**src/rtl/core/sot_pkg.sv**
```systemverilog
package sot_pkg;

  // lexer modes
  localparam logic [3:0] M_IDLE   = 4'd0;
  localparam logic [3:0] M_SLASH  = 4'd1;
  localparam logic [3:0] M_LCOMM  = 4'd2;
  localparam logic [3:0] M_BCOMM  = 4'd3;
  localparam logic [3:0] M_BSTAR  = 4'd4;
  localparam logic [3:0] M_QUOTED = 4'd5;
  localparam logic [3:0] M_WORD   = 4'd6;
  localparam logic [3:0] M_OP     = 4'd7;

  // token types
  localparam logic [3:0] T_GEN     = 4'd0;
  localparam logic [3:0] T_WORD    = 4'd1;
  localparam logic [3:0] T_QUOTED  = 4'd2;
  localparam logic [3:0] T_EOF     = 4'd3;
  localparam logic [3:0] T_NEWLINE = 4'd4;
  localparam logic [3:0] T_STAR    = 4'd5;
  localparam logic [3:0] T_OPEN    = 4'd6;
  localparam logic [3:0] T_CLOSE   = 4'd7;
  localparam logic [3:0] T_NEQ     = 4'd8;
  localparam logic [3:0] T_EQ      = 4'd9;
  localparam logic [3:0] T_GT      = 4'd10;
  localparam logic [3:0] T_GTE     = 4'd11;
  localparam logic [3:0] T_LT      = 4'd12;
  localparam logic [3:0] T_LTE     = 4'd13;
  localparam logic [3:0] T_OR      = 4'd14;
  localparam logic [3:0] T_AND     = 4'd15;

  // characters
  localparam logic [7:0] CH_NUL    = 8'h00;
  localparam logic [7:0] CH_TAB    = 8'h09;
  localparam logic [7:0] CH_LF     = 8'h0A;
  localparam logic [7:0] CH_CR     = 8'h0D;
  localparam logic [7:0] CH_SP     = 8'h20;
  localparam logic [7:0] CH_BANG   = 8'h21;
  localparam logic [7:0] CH_QUOTE  = 8'h22;
  localparam logic [7:0] CH_PCT    = 8'h25;
  localparam logic [7:0] CH_AMP    = 8'h26;
  localparam logic [7:0] CH_LPAR   = 8'h28;
  localparam logic [7:0] CH_RPAR   = 8'h29;
  localparam logic [7:0] CH_STAR   = 8'h2A;
  localparam logic [7:0] CH_PLUS   = 8'h2B;
  localparam logic [7:0] CH_COMMA  = 8'h2C;
  localparam logic [7:0] CH_SLASH  = 8'h2F;
  localparam logic [7:0] CH_COLON  = 8'h3A;
  localparam logic [7:0] CH_SEMI   = 8'h3B;
  localparam logic [7:0] CH_LT     = 8'h3C;
  localparam logic [7:0] CH_EQ     = 8'h3D;
  localparam logic [7:0] CH_GT     = 8'h3E;
  localparam logic [7:0] CH_QMARK  = 8'h3F;
  localparam logic [7:0] CH_AT     = 8'h40;
  localparam logic [7:0] CH_LBRK   = 8'h5B;
  localparam logic [7:0] CH_RBRK   = 8'h5D;
  localparam logic [7:0] CH_CARET  = 8'h5E;
  localparam logic [7:0] CH_BTICK  = 8'h60;
  localparam logic [7:0] CH_LBRACE = 8'h7B;
  localparam logic [7:0] CH_BAR    = 8'h7C;
  localparam logic [7:0] CH_RBRACE = 8'h7D;
  localparam logic [7:0] CH_TILDE  = 8'h7E;
  localparam logic [7:0] CH_DEL    = 8'h7F;

  // result queue
  localparam int QDEPTH = 4;
  localparam int QPTR_W = 2;
  localparam int QCNT_W = 3;

  typedef struct packed {
    logic [7:0]  tbyte;
    logic        bvalid;
    logic        last;
    logic [3:0]  ttype;
    logic [31:0] line;
  } sot_result_t;

  function automatic logic is_sep(logic [7:0] c);
    logic s;
    s = (c == CH_NUL) || (c == CH_TAB) || (c == CH_LF) || (c == CH_CR) ||
        (c >= CH_SP && c <= CH_COMMA) || (c >= CH_COLON && c <= CH_AT) ||
        (c == CH_LBRK) || (c == CH_RBRK) || (c == CH_CARET) ||
        (c == CH_BTICK) || (c >= CH_LBRACE && c <= CH_DEL);
    return s;
  endfunction

endpackage

```
**src/rtl/core/script_operator_tokenizer.sv**
```systemverilog
// Channel   Signals                                       Direction  Transfer when
// -------   --------------------------------------------  ---------  ------------------------
// text      text_valid, text_stall, text_byte             in         text_valid & !text_stall
// token     token_valid, token_stall, token_byte,         out        token_valid & !token_stall
//           byte_valid, token_last, token_type, token_line
// cfg       cfg_we, cfg_wdata (allow_line_breaks)         in         cfg_we
//
// One text byte per cycle while text_stall is low. Each transfer is lexed in
// the same cycle against the state registers and its 0..2 results are
// registered into a 4-entry result queue that feeds the token channel. The
// queue drains one result per cycle while token_stall is low.
// text_stall is high while the queue has fewer than two free entries.
// rst is synchronous: state returns to between-tokens, line 1, queue empty,
// allow_line_breaks = 1.
module script_operator_tokenizer #(
  parameter int MAX_TOKEN_LEN = 1024,
  parameter int LINE_BITS     = 32
) (
  input  logic        clk,
  input  logic        rst,
  input  logic        cfg_we,
  input  logic        cfg_wdata,
  input  logic        text_valid,
  output logic        text_stall,
  input  logic [7:0]  text_byte,
  output logic        token_valid,
  input  logic        token_stall,
  output logic [7:0]  token_byte,
  output logic        byte_valid,
  output logic        token_last,
  output logic [3:0]  token_type,
  output logic [31:0] token_line
);
  import sot_pkg::*;

  localparam int LEN_W = $clog2(MAX_TOKEN_LEN);
  localparam logic [LEN_W-1:0] TOK_LIMIT = LEN_W'(MAX_TOKEN_LEN - 1);
  localparam logic [LINE_BITS-1:0] LINE_ONE = LINE_BITS'(1);

  typedef struct packed {
    logic [3:0]           mode;
    logic [7:0]           pend;
    logic [LEN_W-1:0]     len;
    logic [LINE_BITS-1:0] line;
    logic [LINE_BITS-1:0] start;
    logic                 cr;
  } lex_state_t;

  typedef struct packed {
    lex_state_t  st;
    logic        emit;
    sot_result_t res;
  } btw_t;

  function automatic sot_result_t mk_res(logic [7:0] b, logic v, logic l,
                                         logic [3:0] t, logic [LINE_BITS-1:0] ln);
    sot_result_t r;
    r.tbyte  = b;
    r.bvalid = v;
    r.last   = l;
    r.ttype  = l ? t : T_GEN;
    r.line   = l ? 32'(ln) : 32'd0;
    return r;
  endfunction

  // saturating line increment
  function automatic logic [LINE_BITS-1:0] line_inc(logic [LINE_BITS-1:0] ln);
    return (ln == '1) ? ln : ln + LINE_ONE;
  endfunction

  // Handling of a byte between tokens. Also used when a token is closed by the
  // byte that follows it.
  function automatic btw_t between_f(logic [7:0] c, logic merge, logic allow,
                                     lex_state_t s);
    btw_t       b;
    logic [3:0] ty;
    logic       single;
    b         = '0;
    b.st      = s;
    b.st.mode = M_IDLE;
    ty        = T_GEN;
    single    = 1'b0;
    unique case (c)
      CH_NUL: begin
        b.emit = 1'b1;
        b.res  = mk_res(8'd0, 1'b0, 1'b1, T_EOF, s.line);
        b.st.pend  = 8'd0;
        b.st.len   = '0;
        b.st.line  = LINE_ONE;
        b.st.start = LINE_ONE;
        b.st.cr    = 1'b0;
      end
      CH_SP, CH_TAB: ;
      CH_LF, CH_CR: begin
        if (!merge) begin
          b.st.line = line_inc(s.line);
          if (c == CH_CR) b.st.cr = 1'b1;
          if (!allow) begin
            b.emit = 1'b1;
            b.res  = mk_res(8'd0, 1'b0, 1'b1, T_NEWLINE, line_inc(s.line));
          end
        end
      end
      CH_SLASH: begin
        b.st.mode  = M_SLASH;
        b.st.start = s.line;
        b.st.len   = '0;
      end
      CH_QUOTE: begin
        b.st.mode  = M_QUOTED;
        b.st.start = s.line;
        b.st.len   = '0;
      end
      CH_STAR: begin single = 1'b1; ty = T_STAR; end
      CH_LPAR: begin single = 1'b1; ty = T_OPEN; end
      CH_RPAR: begin single = 1'b1; ty = T_CLOSE; end
      CH_PLUS, CH_BTICK, CH_TILDE, CH_LBRACE, CH_RBRACE, CH_LBRK, CH_RBRK,
      CH_QMARK, CH_COMMA, CH_COLON, CH_SEMI, CH_PCT, CH_CARET: single = 1'b1;
      CH_BANG, CH_EQ, CH_GT, CH_LT, CH_BAR, CH_AMP: begin
        b.st.mode  = M_OP;
        b.st.start = s.line;
        b.st.pend  = c;
        b.st.len   = LEN_W'(1);
        b.emit     = 1'b1;
        b.res      = mk_res(c, 1'b1, 1'b0, T_GEN, s.line);
      end
      default: begin
        b.st.mode  = M_WORD;
        b.st.start = s.line;
        b.st.len   = LEN_W'(1);
        b.emit     = 1'b1;
        b.res      = mk_res(c, 1'b1, 1'b0, T_GEN, s.line);
      end
    endcase
    if (single) begin
      b.st.start = s.line;
      b.emit     = 1'b1;
      b.res      = mk_res(c, 1'b1, 1'b1, ty, s.line);
    end
    return b;
  endfunction

  // state
  logic        allow_line_breaks;
  lex_state_t  st, st_next;

  // result queue
  sot_result_t          q [QDEPTH];
  logic [QPTR_W-1:0]    wp, rp;
  logic [QCNT_W-1:0]    count, count_next;

  // step logic
  lex_state_t  s0;
  btw_t        b;
  logic        use_b;
  logic        e0;
  sot_result_t r0;
  logic        merge, nl;
  logic [7:0]  c;
  logic [7:0]  second;
  logic [3:0]  pair_t, single_t;
  logic [1:0]  n_res;
  sot_result_t slot0, slot1;
  logic        in_xfer, out_xfer;

  assign in_xfer  = text_valid && !text_stall;
  assign out_xfer = token_valid && !token_stall;

  always_comb begin
    c      = text_byte;
    merge  = st.cr && (c == CH_LF);
    nl     = (c == CH_LF) || (c == CH_CR);
    s0     = st;
    s0.cr  = 1'b0;
    b      = between_f(c, merge, allow_line_breaks, s0);
    use_b  = 1'b0;
    e0     = 1'b0;
    r0     = '0;
    st_next = s0;
    second   = CH_EQ;
    pair_t   = T_AND;
    single_t = T_GEN;

    unique case (st.mode)
      M_SLASH: begin
        if (c == CH_SLASH) st_next.mode = M_LCOMM;
        else if (c == CH_STAR) st_next.mode = M_BCOMM;
        else begin
          // lone slash: generic token, then lex this byte afresh
          e0    = 1'b1;
          r0    = mk_res(CH_SLASH, 1'b1, 1'b1, T_GEN, st.start);
          use_b = 1'b1;
        end
      end
      M_LCOMM: begin
        if (c == CH_NUL || nl) use_b = 1'b1;
      end
      M_BCOMM, M_BSTAR: begin
        if (c == CH_NUL) use_b = 1'b1;
        else if (nl) begin
          if (!merge) begin
            st_next.line = line_inc(st.line);
            if (c == CH_CR) st_next.cr = 1'b1;
          end
          st_next.mode = M_BCOMM;
        end else if (c == CH_STAR) st_next.mode = M_BSTAR;
        else if (c == CH_SLASH && st.mode == M_BSTAR) st_next.mode = M_IDLE;
        else st_next.mode = M_BCOMM;
      end
      M_QUOTED: begin
        if (c == CH_NUL || c == CH_QUOTE) begin
          e0           = 1'b1;
          r0           = mk_res(8'd0, 1'b0, 1'b1, T_QUOTED, st.start);
          st_next.mode = M_IDLE;
          if (c == CH_NUL) use_b = 1'b1;
        end else begin
          // line breaks inside a string still count
          if (nl && !merge) begin
            st_next.line = line_inc(st.line);
            if (c == CH_CR) st_next.cr = 1'b1;
          end
          if (st.len < TOK_LIMIT) begin
            st_next.len = st.len + LEN_W'(1);
            e0          = 1'b1;
            r0          = mk_res(c, 1'b1, 1'b0, T_GEN, st.start);
          end
        end
      end
      M_WORD: begin
        if (is_sep(c)) begin
          e0    = 1'b1;
          r0    = mk_res(8'd0, 1'b0, 1'b1, T_WORD, st.start);
          use_b = 1'b1;
        end else if (st.len < TOK_LIMIT) begin
          st_next.len = st.len + LEN_W'(1);
          e0          = 1'b1;
          r0          = mk_res(c, 1'b1, 1'b0, T_GEN, st.start);
        end
      end
      M_OP: begin
        second = (st.pend == CH_BAR || st.pend == CH_AMP) ? st.pend : CH_EQ;
        unique case (st.pend)
          CH_BANG: begin pair_t = T_NEQ; single_t = T_GEN; end
          CH_EQ:   begin pair_t = T_EQ;  single_t = T_GEN; end
          CH_GT:   begin pair_t = T_GTE; single_t = T_GT;  end
          CH_LT:   begin pair_t = T_LTE; single_t = T_LT;  end
          CH_BAR:  begin pair_t = T_OR;  single_t = T_GEN; end
          default: begin pair_t = T_AND; single_t = T_GEN; end
        endcase
        st_next.mode = M_IDLE;
        e0           = 1'b1;
        if (c == second) begin
          // second char of the pair is dropped once the token is full
          if (st.len < TOK_LIMIT) r0 = mk_res(c, 1'b1, 1'b1, pair_t, st.start);
          else r0 = mk_res(8'd0, 1'b0, 1'b1, pair_t, st.start);
        end else begin
          r0    = mk_res(8'd0, 1'b0, 1'b1, single_t, st.start);
          use_b = 1'b1;
        end
      end
      default: use_b = 1'b1;
    endcase

    if (use_b) st_next = b.st;

    // pack results toward slot 0
    if (e0) begin
      slot0 = r0;
      slot1 = b.res;
      n_res = (use_b && b.emit) ? 2'd2 : 2'd1;
    end else begin
      slot0 = b.res;
      slot1 = b.res;
      n_res = (use_b && b.emit) ? 2'd1 : 2'd0;
    end
  end

  always_ff @(posedge clk) begin
    if (rst) begin
      allow_line_breaks <= 1'b1;
      st.mode  <= M_IDLE;
      st.pend  <= 8'd0;
      st.len   <= '0;
      st.line  <= LINE_ONE;
      st.start <= LINE_ONE;
      st.cr    <= 1'b0;
    end else begin
      if (cfg_we) allow_line_breaks <= cfg_wdata;
      if (in_xfer) st <= st_next;
    end
  end

  // result queue: up to two writes, one read per cycle
  always_comb begin
    count_next = count;
    if (in_xfer) count_next = count_next + QCNT_W'(n_res);
    if (out_xfer) count_next = count_next - QCNT_W'(1);
  end

  always_ff @(posedge clk) begin
    if (rst) begin
      wp    <= '0;
      rp    <= '0;
      count <= '0;
    end else begin
      count <= count_next;
      if (in_xfer) wp <= wp + QPTR_W'(n_res);
      if (out_xfer) rp <= rp + QPTR_W'(1);
    end
  end

  always_ff @(posedge clk) begin
    if (in_xfer) begin
      if (n_res != 2'd0) q[wp] <= slot0;
      if (n_res == 2'd2) q[wp + QPTR_W'(1)] <= slot1;
    end
  end

  assign text_stall  = (count > QCNT_W'(QDEPTH - 2));
  assign token_valid = (count != '0);
  assign token_byte  = q[rp].tbyte;
  assign byte_valid  = q[rp].bvalid;
  assign token_last  = q[rp].last;
  assign token_type  = q[rp].ttype;
  assign token_line  = q[rp].line;

  // queue never overfills
  assert property (@(posedge clk) disable iff (rst) count <= QCNT_W'(QDEPTH))
    else $error("result queue overflow");

  // a mid-token result always carries a character and no tag
  assert property (@(posedge clk) disable iff (rst)
    token_valid && !token_last |-> byte_valid && token_type == T_GEN && token_line == 32'd0)
    else $error("mid-token result malformed");

  // end markers are always last results
  assert property (@(posedge clk) disable iff (rst)
    token_valid && !byte_valid |-> token_last)
    else $error("end marker without last");

  // after an end of text the lexer is back at line 1 between tokens
  assert property (@(posedge clk) disable iff (rst)
    in_xfer && text_byte == CH_NUL |=> st.mode == M_IDLE && st.line == LINE_ONE)
    else $error("end of text did not restart lexer");

endmodule
```
**config.mk**
```make
export PLATFORM = sky130hd
export DESIGN_NAME = script_operator_tokenizer
export DESIGN_NICKNAME = d
export VERILOG_FILES = /design/src/rtl/core/sot_pkg.sv /design/src/rtl/core/script_operator_tokenizer.sv
export SDC_FILE = /design/constraint.sdc
export NUM_CORES = 1
export LEC_CHECK = 0
export BUFFER_PORTS_ARGS = -buffer_cell sky130_fd_sc_hd__buf_2
export CORE_ASPECT_RATIO = 0.75
export CORE_UTILIZATION = 55
export CTS_BUF_LIST = sky130_fd_sc_hd__clkbuf_8
export CTS_CLUSTER_SIZE = 16
export DETAILED_ROUTE_END_ITERATION = 16
export GPL_ROUTABILITY_DRIVEN = 0
export HOLD_SLACK_MARGIN = 0.12
export PLACE_DENSITY = 0.72
export SLEW_MARGIN = 10
export SYNTH_ARGS = -nofsm -noshare
export SYNTH_HDL_FRONTEND = slang
export SYNTH_SLANG_ARGS = --single-unit
```
**constraint.sdc**
```tcl
create_clock -name clk -period 6 [get_ports clk]
set_input_delay 0.6 -clock clk [delete_from_list [all_inputs] [get_ports clk]]
set_output_delay 0.6 -clock clk [all_outputs]
set_load 0.05 [all_outputs]
```
---- After elaboration in Yosys (flattened, before gate mapping) ----
Memory sizes are Yosys's and may differ from the RTL's. A register that Yosys moved wholly into a read port is not among the register bits.
Index checks and enable logic that the tools add are counted.
word-level totals
  flip-flop bits (word level) ............. 95
  bits in latches ......................... 0
  memory bits (writable) .................. 184
  ROM bits ................................ 0
  word-level logic and storage cells ...... 202
  memories kept ........................... 1
memory list
  memory  words  width  rd ports  clocked after memory_dff  write ports  RTL line                          source
  q       4      46     1         1                         2            script_operator_tokenizer.sv:148  sot_result_t q [QDEPTH];
cells by class
  add/sub/neg operators ................... 7
  multipliers ............................. 0
  div/mod/pow operators ................... 0
  $lt $le $gt $ge ......................... 8
  equal/unequal tests ..................... 54
  shift operators ......................... 0
  multiplexer cells ....................... 76
  bitwise logic cells ..................... 0
  reductions and logical operators ........ 46
operator list
  kind                                                                number
  two-way mux 46 bit                                                  6
  two-way mux 32 bit                                                  6
  case mux 32 bit (2 select lines)                                    3
  case mux 46 bit (4 select lines)                                    1
  == test 8 x 6 -> 1 bit (second input constant)                      22
  case mux 47 bit (3 select lines)                                    1
  two-way mux 47 bit                                                  2
  two-way mux 44 bit                                                  2
  two-way mux 87 bit                                                  1
  == test 8 x 7 -> 1 bit (second input constant)                      9
  two-way mux 48 bit                                                  1
  two-way mux 42 bit                                                  1
  case mux 10 bit (2 select lines)                                    2
  OR reduction 20 bit                                                 2
  adder 32 x 1 -> 32 bit (second input constant)                      1
  == test 32 bit (second input constant)                              1
  two-way mux 1 bit                                                   25
  == test 8 x 4 -> 1 bit (second input constant)                      3
  two-way mux 4 bit                                                   6
  OR reduction 21 bit                                                 1
  two-way mux 10 bit                                                  2
  != test 3 bit (second input constant)                               6
  == test 4 x 3 -> 1 bit (second input constant)                      4
  greater-or-equal comparator 8 x 6 -> 1 bit (second input constant)  2
  other kinds (44)                                                    81

---- Depth between registers and ports, before layout ----
Gate-level depths: netlist of run 1.
  depth in word-level cells ............... 20
  mapped depth ............................ 18
  gate-level depth less buffers ........... 16

---- Least setup slack after synthesis of run 1 ----
No wires, ideal clock.
  path type ............................... input port to flip-flop
  start point ............................. input port text_byte[7]
  end point ............................... memory q[2][0] in the netlist's numbering (enable)
  arrival time ............................ 4284 ps
  path slack .............................. 1311 ps
  stages .................................. 12
  path buffers ............................ 4
  path through ............................ buf_2 -> nor4_4 -> o211ai_2 -> or3_1 -> buf_2 -> buf_2 -> a31oi_1 -> ha_1 -> nand3_1 -> or3b_2 -> buf_2 -> nand2_1
RTL lines
  what                RTL line                          source
  start: declaration  script_operator_tokenizer.sv:25   input logic [7:0] text_byte,
  end: declaration    script_operator_tokenizer.sv:148

==> summary.md, run 1 <==
| Metric | Value |
|---|---|
| Worst-path cell chain | `nand4bb_4, or2_1, a31o_1, o211a_4, o2111a_4, a31oi_1, inv_1, ha_1, nor2_1, nand3_1, nor2_2, buf_4, nand2_1, o21ai_0` |
| Fmax | `0.222 GHz` |
| Die area | `29300 um2` |
| Post-synth EDFFs | `180` |
| Rows | `53` |
| Power Dens Cells | `396 nW/um2` |
| Worst Slack Setup Final | `1.50 ns` |
| Fill count | `2329` |
| Commonest non-fill, non-tap cell in the layout | `edfxtp_1` |
| Routed Antenna Nets | `0` |
| CTS resizes | `0` |
| Maxcap violations | `0` |
| Clk_lat worst skew | `0.58 ns` |
| H-tree levels | `2` |
| Input/output buffers | `61` |
| Chip width | `197 um` |
| Gr usage total | `30.9%` |
| Initial antenna violation count | `0` |
| Synth unique cells | `98` |
| Min Hold Slack | `0.242 ns` |
| Crit path required time | `6.41 ns` |
| Post-route clock period utilization | `75.0%` |
| Routed via count | `13000` |
| First-pass GRT wire length | `69.5 mm` |
| Vias in the first global route | `11800` |
| DR iter-0 viols | `1732` |
| Worst-path maximum fanout | `16` |
| Chip height | `149 um` |
| Worst-path clk slew | `0.06 ns` |
| CTS buffer count | `45` |
| Final std cells w/o fill | `1913` |
| Post-CTS Setup Inserts | `0` |
| # hold bufs at CTS | `0` |
| DPL Wire Length | `31.4 mm` |
| Worst path slowest cell | `nor2_2` |
| Syn_area_per_cell | `10.6 um2` |
| CP Class | `reg2reg` |
| GRT Max-Usage Layer | `met1` |
| Share of layout cells above drive strength 1 | `17.0%` |
| Nets | `1516` |
| Pins Over Slew Limit | `0` |
| Clock sinks | `280` |
| Placeable Area | `28100 um2` |
| Post-synthesis cell area | `15800 um2` |
| Setup_tns | `0 ns` |
| GRT overflow | `0` |
| Largest net degree at the start of global routing | `53` |
| Routed wire length | `45.2 mm` |
| M3 GR Usage | `11.7%` |
| Crit path DAT | `4.91 ns` |
| Fin area | `17000 um2` |
| Pre-CTS setup slack | `1.07 ns` |
| Area after DPL | `16100 um2` |
| Sequential area share after synthesis | `47.0%` |
| Layout Utilization | `60.4%` |
| Placed cells | `1831` |
| Synth Flop Type | `edfxtp_1` |
| Fin Clk Skew | `0.0245 ns` |
| RSZ-0062 raised after global routing | `false` |
| FFs w/ async S/R, synth | `0%` |
| CP startpoint kind | `flop` |
| Crit. End Element | `flop` |
| Grt met2 use | `41.6%` |
| Max clock buf depth | `3` |
| Total power | `6.73 mW` |
| Slew HR | `13.4%` |
| Residual DRC count | `0` |
| Pre-Repair DR Iteration Count | `6` |
| Synth Instances | `1493` |
| Final min period | `4.50 ns` |
| ANT cells | `0` |
| Commonest non-fill, non-tap cells in the layout | `edfxtp_1, a21oi_1, a22o_1` |
| Met1 GRT Util | `47.0%` |
| CTS tree | `yes` |
| Final hold vios | `0` |
| Worst Tran Pin Value | `1.29 ns` |
| Setup violations, final | `0` |
| Worst path bufs/invs | `2` |
| Vias/cell | `6.79` |
| Syn Nets | `1516` |
| Root Buffer | `clkbuf_8` |
| Max VDD drop | `0.225 mV` |
| Outcome | `completed` |
| Area Overhead vs Synth | `7.78%` |
| Initial core utilization | `56.0%` |
| #FFs+latches synth | `280` |
| Synth warn | `0` |
| I/O pin total | `62` |
| Leak | `5.83 nW` |
| Cell family with most CP delay | `simple AND/OR/NAND/NOR gates` |
| Avg WL per Cell | `23.6 um` |
| Worst path max stage delay | `0.69 ns` |
| Hold Crit Class | `in2reg` |
==> Yosys cell counts (5+ instances only) <==
library cell / instances / area (um2)
buf_4: 8 / 60.1
nand2b_1: 10 / 62.6
nor4_1: 20 / 125
nor3_1: 22 / 110
a21oi_1: 114 / 571
clkbuf_1: 56 / 210
o31ai_2: 9 / 113
o211ai_1: 8 / 60.1
o31ai_1: 29 / 218
and2_1: 14 / 87.6
nor2_1: 74 / 278
and3_1: 33 / 206
a21o_1: 11 / 82.6
buf_1: 8 / 30.0
o21ai_0: 78 / 390
nor2b_1: 16 / 100
xnor2_1: 11 / 96.3
ha_1: 8 / 100
dfxtp_1: 100 / 2000
a22o_1: 114 / 998
mux4_2: 46 / 1040
buf_6: 11 / 124
a31oi_1: 7 / 43.8
o21ai_1: 20 / 100
and4_1: 11 / 96.3
a211o_1: 13 / 114
o22ai_1: 32 / 200
o21ai_2: 6 / 52.6
a221o_1: 24 / 240
nand3_1: 64 / 320
nand2_1: 114 / 428
xor2_1: 5 / 43.8
buf_2: 53 / 265
or3_1: 19 / 119
nor3_2: 5 / 50.1
edfxtp_1: 180 / 5410
inv_1: 20 / 75.1
nand4_1: 14 / 87.6
==> final timing paths <==
kind                                start           endpoint  slack, ns  cells after the start
worst max-delay path               s0[76]            q[3][0]       1.50                     14
worst min-delay path            cfg_wdata  allow_line_breaks       0.24                      3
worst max register to register     s0[76]            q[3][0]       1.50                     14
worst min register to register   q[2][35]           q[2][35]       0.48                      2
==> tightest hold or removal path: stages <==
cell,delay (ns)
buf_2,0.07
mux2i_1,0.05
nand2_1,0.06
==> registers in the layout (all words and copies together), names as in the netlist, named ones only <==
register	flops
q	184
s0	85
count	3
rp	2
wp	2
allow_line_breaks	1
st	1
==> cell families after synthesis <==
group,share of synthesized area (%)
DFF,47.0
xor gates and xnor gates,0.889
and+or+nand+nor,16.2
muxes,6.84
adders and majority gates,0.826
buffers and inverters,4.90
AOI/OAI and AO/OA,23.4
==> routing by layer <==
layer | up-vias | part of all wire, %
li1 | 5870 | -
met1 | 6297 | 44
met2 | 765 | 40
met3 | 56 | 14
met4 | 0 | 1.1
met5 | - | 0
==> area by class of cell <==
type	instances	area (um2)	area share, %
Multi-Input combinational cell	1055	7600	44.7
Sequential cell	280	7410	43.7
Clock buffer	53	729	4.30
Timing Repair Buffer	89	541	3.18
Tap cell	385	482	2.84
Clock inverter	29	135	0.796
Inverter	22	82.6	0.486
==> report_power, final <==
group          internal (mW)  switching, mW  total, mW
logic                  0.714           1.82       2.53
registers               2.42          0.199       2.62
clock network          0.808          0.769       1.58
Note: power is estimated with default switching activity, not from simulation.
==> run 2, diff against run 1 <==
--- a/config.mk
+++ b/config.mk
@@ -13,7 +13,7 @@
 export DETAILED_ROUTE_END_ITERATION = 16
 export GPL_ROUTABILITY_DRIVEN = 0
 export HOLD_SLACK_MARGIN = 0.12
-export PLACE_DENSITY = 0.72
+export PLACE_DENSITY = 0.75
 export SLEW_MARGIN = 10
 export SYNTH_ARGS = -nofsm -noshare
 export SYNTH_HDL_FRONTEND = slang
==> constraint.sdc (replaced) <==
create_clock -name clk -period 4 [get_ports clk]
set_input_delay 0.4 -clock clk [delete_from_list [all_inputs] [get_ports clk]]
set_output_delay 0.4 -clock clk [all_outputs]
set_load 0.05 [all_outputs]
==> run 2 against run 1 <==
Effect of this change: clock skew grew 0.025 ns; wire length grew 2.6%; via count grew 3.1%; cell count grew 3.4%; setup slack lost 1.3 ns; non-clock buffer count grew 64; maximum frequency grew 19%; combinational power grew 58%; critical path depth grew 1; clock-buffer cell count shrank 3; clock power grew 62%; critical path type unchanged; critical endpoint is now count[1].
==> summary.md, run 2 (same netlist as run 1, synthesis figures left out) <==
| Metric | Value |
|---|---|
| Total power | `10.5 mW (+56%)` |
| Post-route clock period utilization | `94.5% (+20 points)` |
| I/O pin total | `62 (unchanged)` |
| DPL Wire Length | `31.3 mm (-0.29%)` |
| Placeable Area | `28100 um2 (unchanged)` |
| Routed via count | `13400 (+3.1%)` |
| CTS tree | `yes` |
| Gr usage total | `31.6% (+0.71 points)` |
| Final hold vios | `0 (unchanged)` |
| Final min period | `3.78 ns (-0.717 ns)` |
| First-pass GRT wire length | `71.2 mm (+2.4%)` |
| Avg WL per Cell | `23.4 um (-0.75%)` |
| Crit path DAT | `4.31 ns (-0.60 ns)` |
| Fmax | `0.265 GHz (+19%)` |
| Initial core utilization | `56.0% (unchanged)` |
| H-tree levels | `2 (unchanged)` |
| Root Buffer | `clkbuf_8` |
| RSZ-0062 raised after global routing | `false` |
| Pre-Repair DR Iteration Count | `5 (-1)` |
| DR iter-0 viols | `1938 (+12%)` |
| Die area | `29300 um2 (unchanged)` |
| Share of layout cells above drive strength 1 | `20.7% (+3.8 points)` |
| Vias/cell | `6.77 (-0.32%)` |
| Largest net degree at the start of global routing | `51 (-3.8%)` |
| Area Overhead vs Synth | `12.2%` |
| GRT overflow | `0 (unchanged)` |
| CP Class | `reg2reg` |
| Chip width | `197 um (unchanged)` |
| Hold Crit Class | `in2reg` |
| Pins Over Slew Limit | `0 (unchanged)` |
| Min Hold Slack | `0.147 ns (-0.0950 ns)` |
| Routed Antenna Nets | `0 (unchanged)` |
| Nets | `1580 (+4.2%)` |
| Outcome | `completed` |
| Initial antenna violation count | `0 (unchanged)` |
| Largest reg by FF count | `q` |
| Routed wire length | `46.4 mm (+2.6%)` |
| Worst-path clk slew | `0.07 ns (about the same)` |
| Commonest non-fill, non-tap cell in the layout | `edfxtp_1` |
| Slew HR | `25.9% (+12 points)` |
| Max reg flops | `184 (unchanged)` |
| Rows | `53 (unchanged)` |
| Clk_lat worst skew | `0.60 ns (+0.02 ns)` |
| Residual DRC count | `0 (unchanged)` |
| Max VDD drop | `0.439 mV (+95%)` |
| Max clock buf depth | `3 (unchanged)` |
| Chip height | `149 um (unchanged)` |
| Maxcap violations | `0 (unchanged)` |
| Leak | `6.16 nW (+5.7%)` |
| Post-CTS Setup Inserts | `0 (unchanged)` |
| Setup violations, final | `0 (unchanged)` |
| Commonest non-fill, non-tap cells in the layout | `edfxtp_1, a21oi_1, a22o_1` |
| Power Dens Cells | `595 nW/um2 (+50%)` |
| Worst Tran Pin Value | `1.11 ns (-0.176 ns)` |
| Fin Clk Skew | `0.0497 ns (+0.0252 ns)` |
| ANT cells | `0 (unchanged)` |
| Crit path required time | `4.53 ns (-1.88 ns)` |
| Setup_tns | `0 ns (unchanged)` |
| Vias in the first global route | `12100 (+2.0%)` |
| Clock sinks | `280 (unchanged)` |
| CP startpoint kind | `flop` |
| Input/output buffers | `61 (unchanged)` |
| Crit. End Element | `flop` |
| Worst-path maximum fanout | `5 (-11)` |
| CTS buffer count | `45 (unchanged)` |
## run 2: cell count changes in the layout (fill, tap and decap cells not counted), moves of 5 or more
cell	previous run	this run
buf_12	2	13
buf_4	26	77
clkinv_1	2	7
clkinv_2	2	9
inv_1	43	30
## run 2: what timing repair did
action | 4_1_cts | 5_1_grt
gates resized for setup | 0 | 1
hold buffers | 2 | 0
endpoints found under the hold margin | 1 | 0
endpoints found under the setup margin | 0 | 11
## run 2: report_power, final
part,internal (mW),leakage [nW],switching (mW)
registers,3.63,2.39,0.306
logic,1.21,3.26,2.80
clock network,1.36,0.512,1.20
## run 2: worst max-delay path, stage by stage (launching register included)
cell and delay (ns):
dfxtp_1 0.38, nor4_1 0.28, nand4_1 0.24, a31o_1 0.27, o211a_4 0.26, o2111a_4 0.29
a31oi_1 0.21, ha_1 0.29, ha_1 0.18, inv_1 0.07, fa_1 0.40, nor2_1 0.13
a21oi_1 0.06, ha_1 0.29, mux2_2 0.26, nor2_1 0.07
## run 2: path summary, 6_finish.rpt
kind	startpoint	endpoint	slack, ns	depth (start not counted)
worst max-delay path	s0[79]	count[1]	0.22	15
worst max register to register	s0[79]	count[1]	0.22	15
worst min register to register	q[3][35]	q[3][35]	0.48	2
worst min-delay path	rst	allow_line_breaks	0.15	3
## run 2: metal layers
metal	vias to the layer above	wire, um	track usage (%)
met2	910	18600	42.8
met3	87	6800	10.6
met4	0	878	7.64
met1	6382	20100	47.9
li1	6007	-	-
met5	-	0	0
## run 2: final cells by class
| cell class | instances | area [um2] |
|---|---|---|
| fillers | 2248 | 10400 |
| multi-input cells | 1055 | 7600 |
| flip-flops and latches | 280 | 7410 |
| repair buffers | 153 | 1160 |
| clock buffers | 50 | 688 |
| well taps | 385 | 482 |
| clock inverters | 33 | 243 |
| inverters | 22 | 82.6 |
## run 2: per-stage QoR
stage               cells  util, %  cell area (um2)  setup WS, ns
detailed placement   1893     59.5            16700         0.191
global route         1978     62.9            17700       0.00458
global placement     1893     59.5            16700         0.223
finish               1978     62.9            17700         0.220
floorplan            1493        -            15800        0.0833
CTS                  1978     62.8            17700         0.200
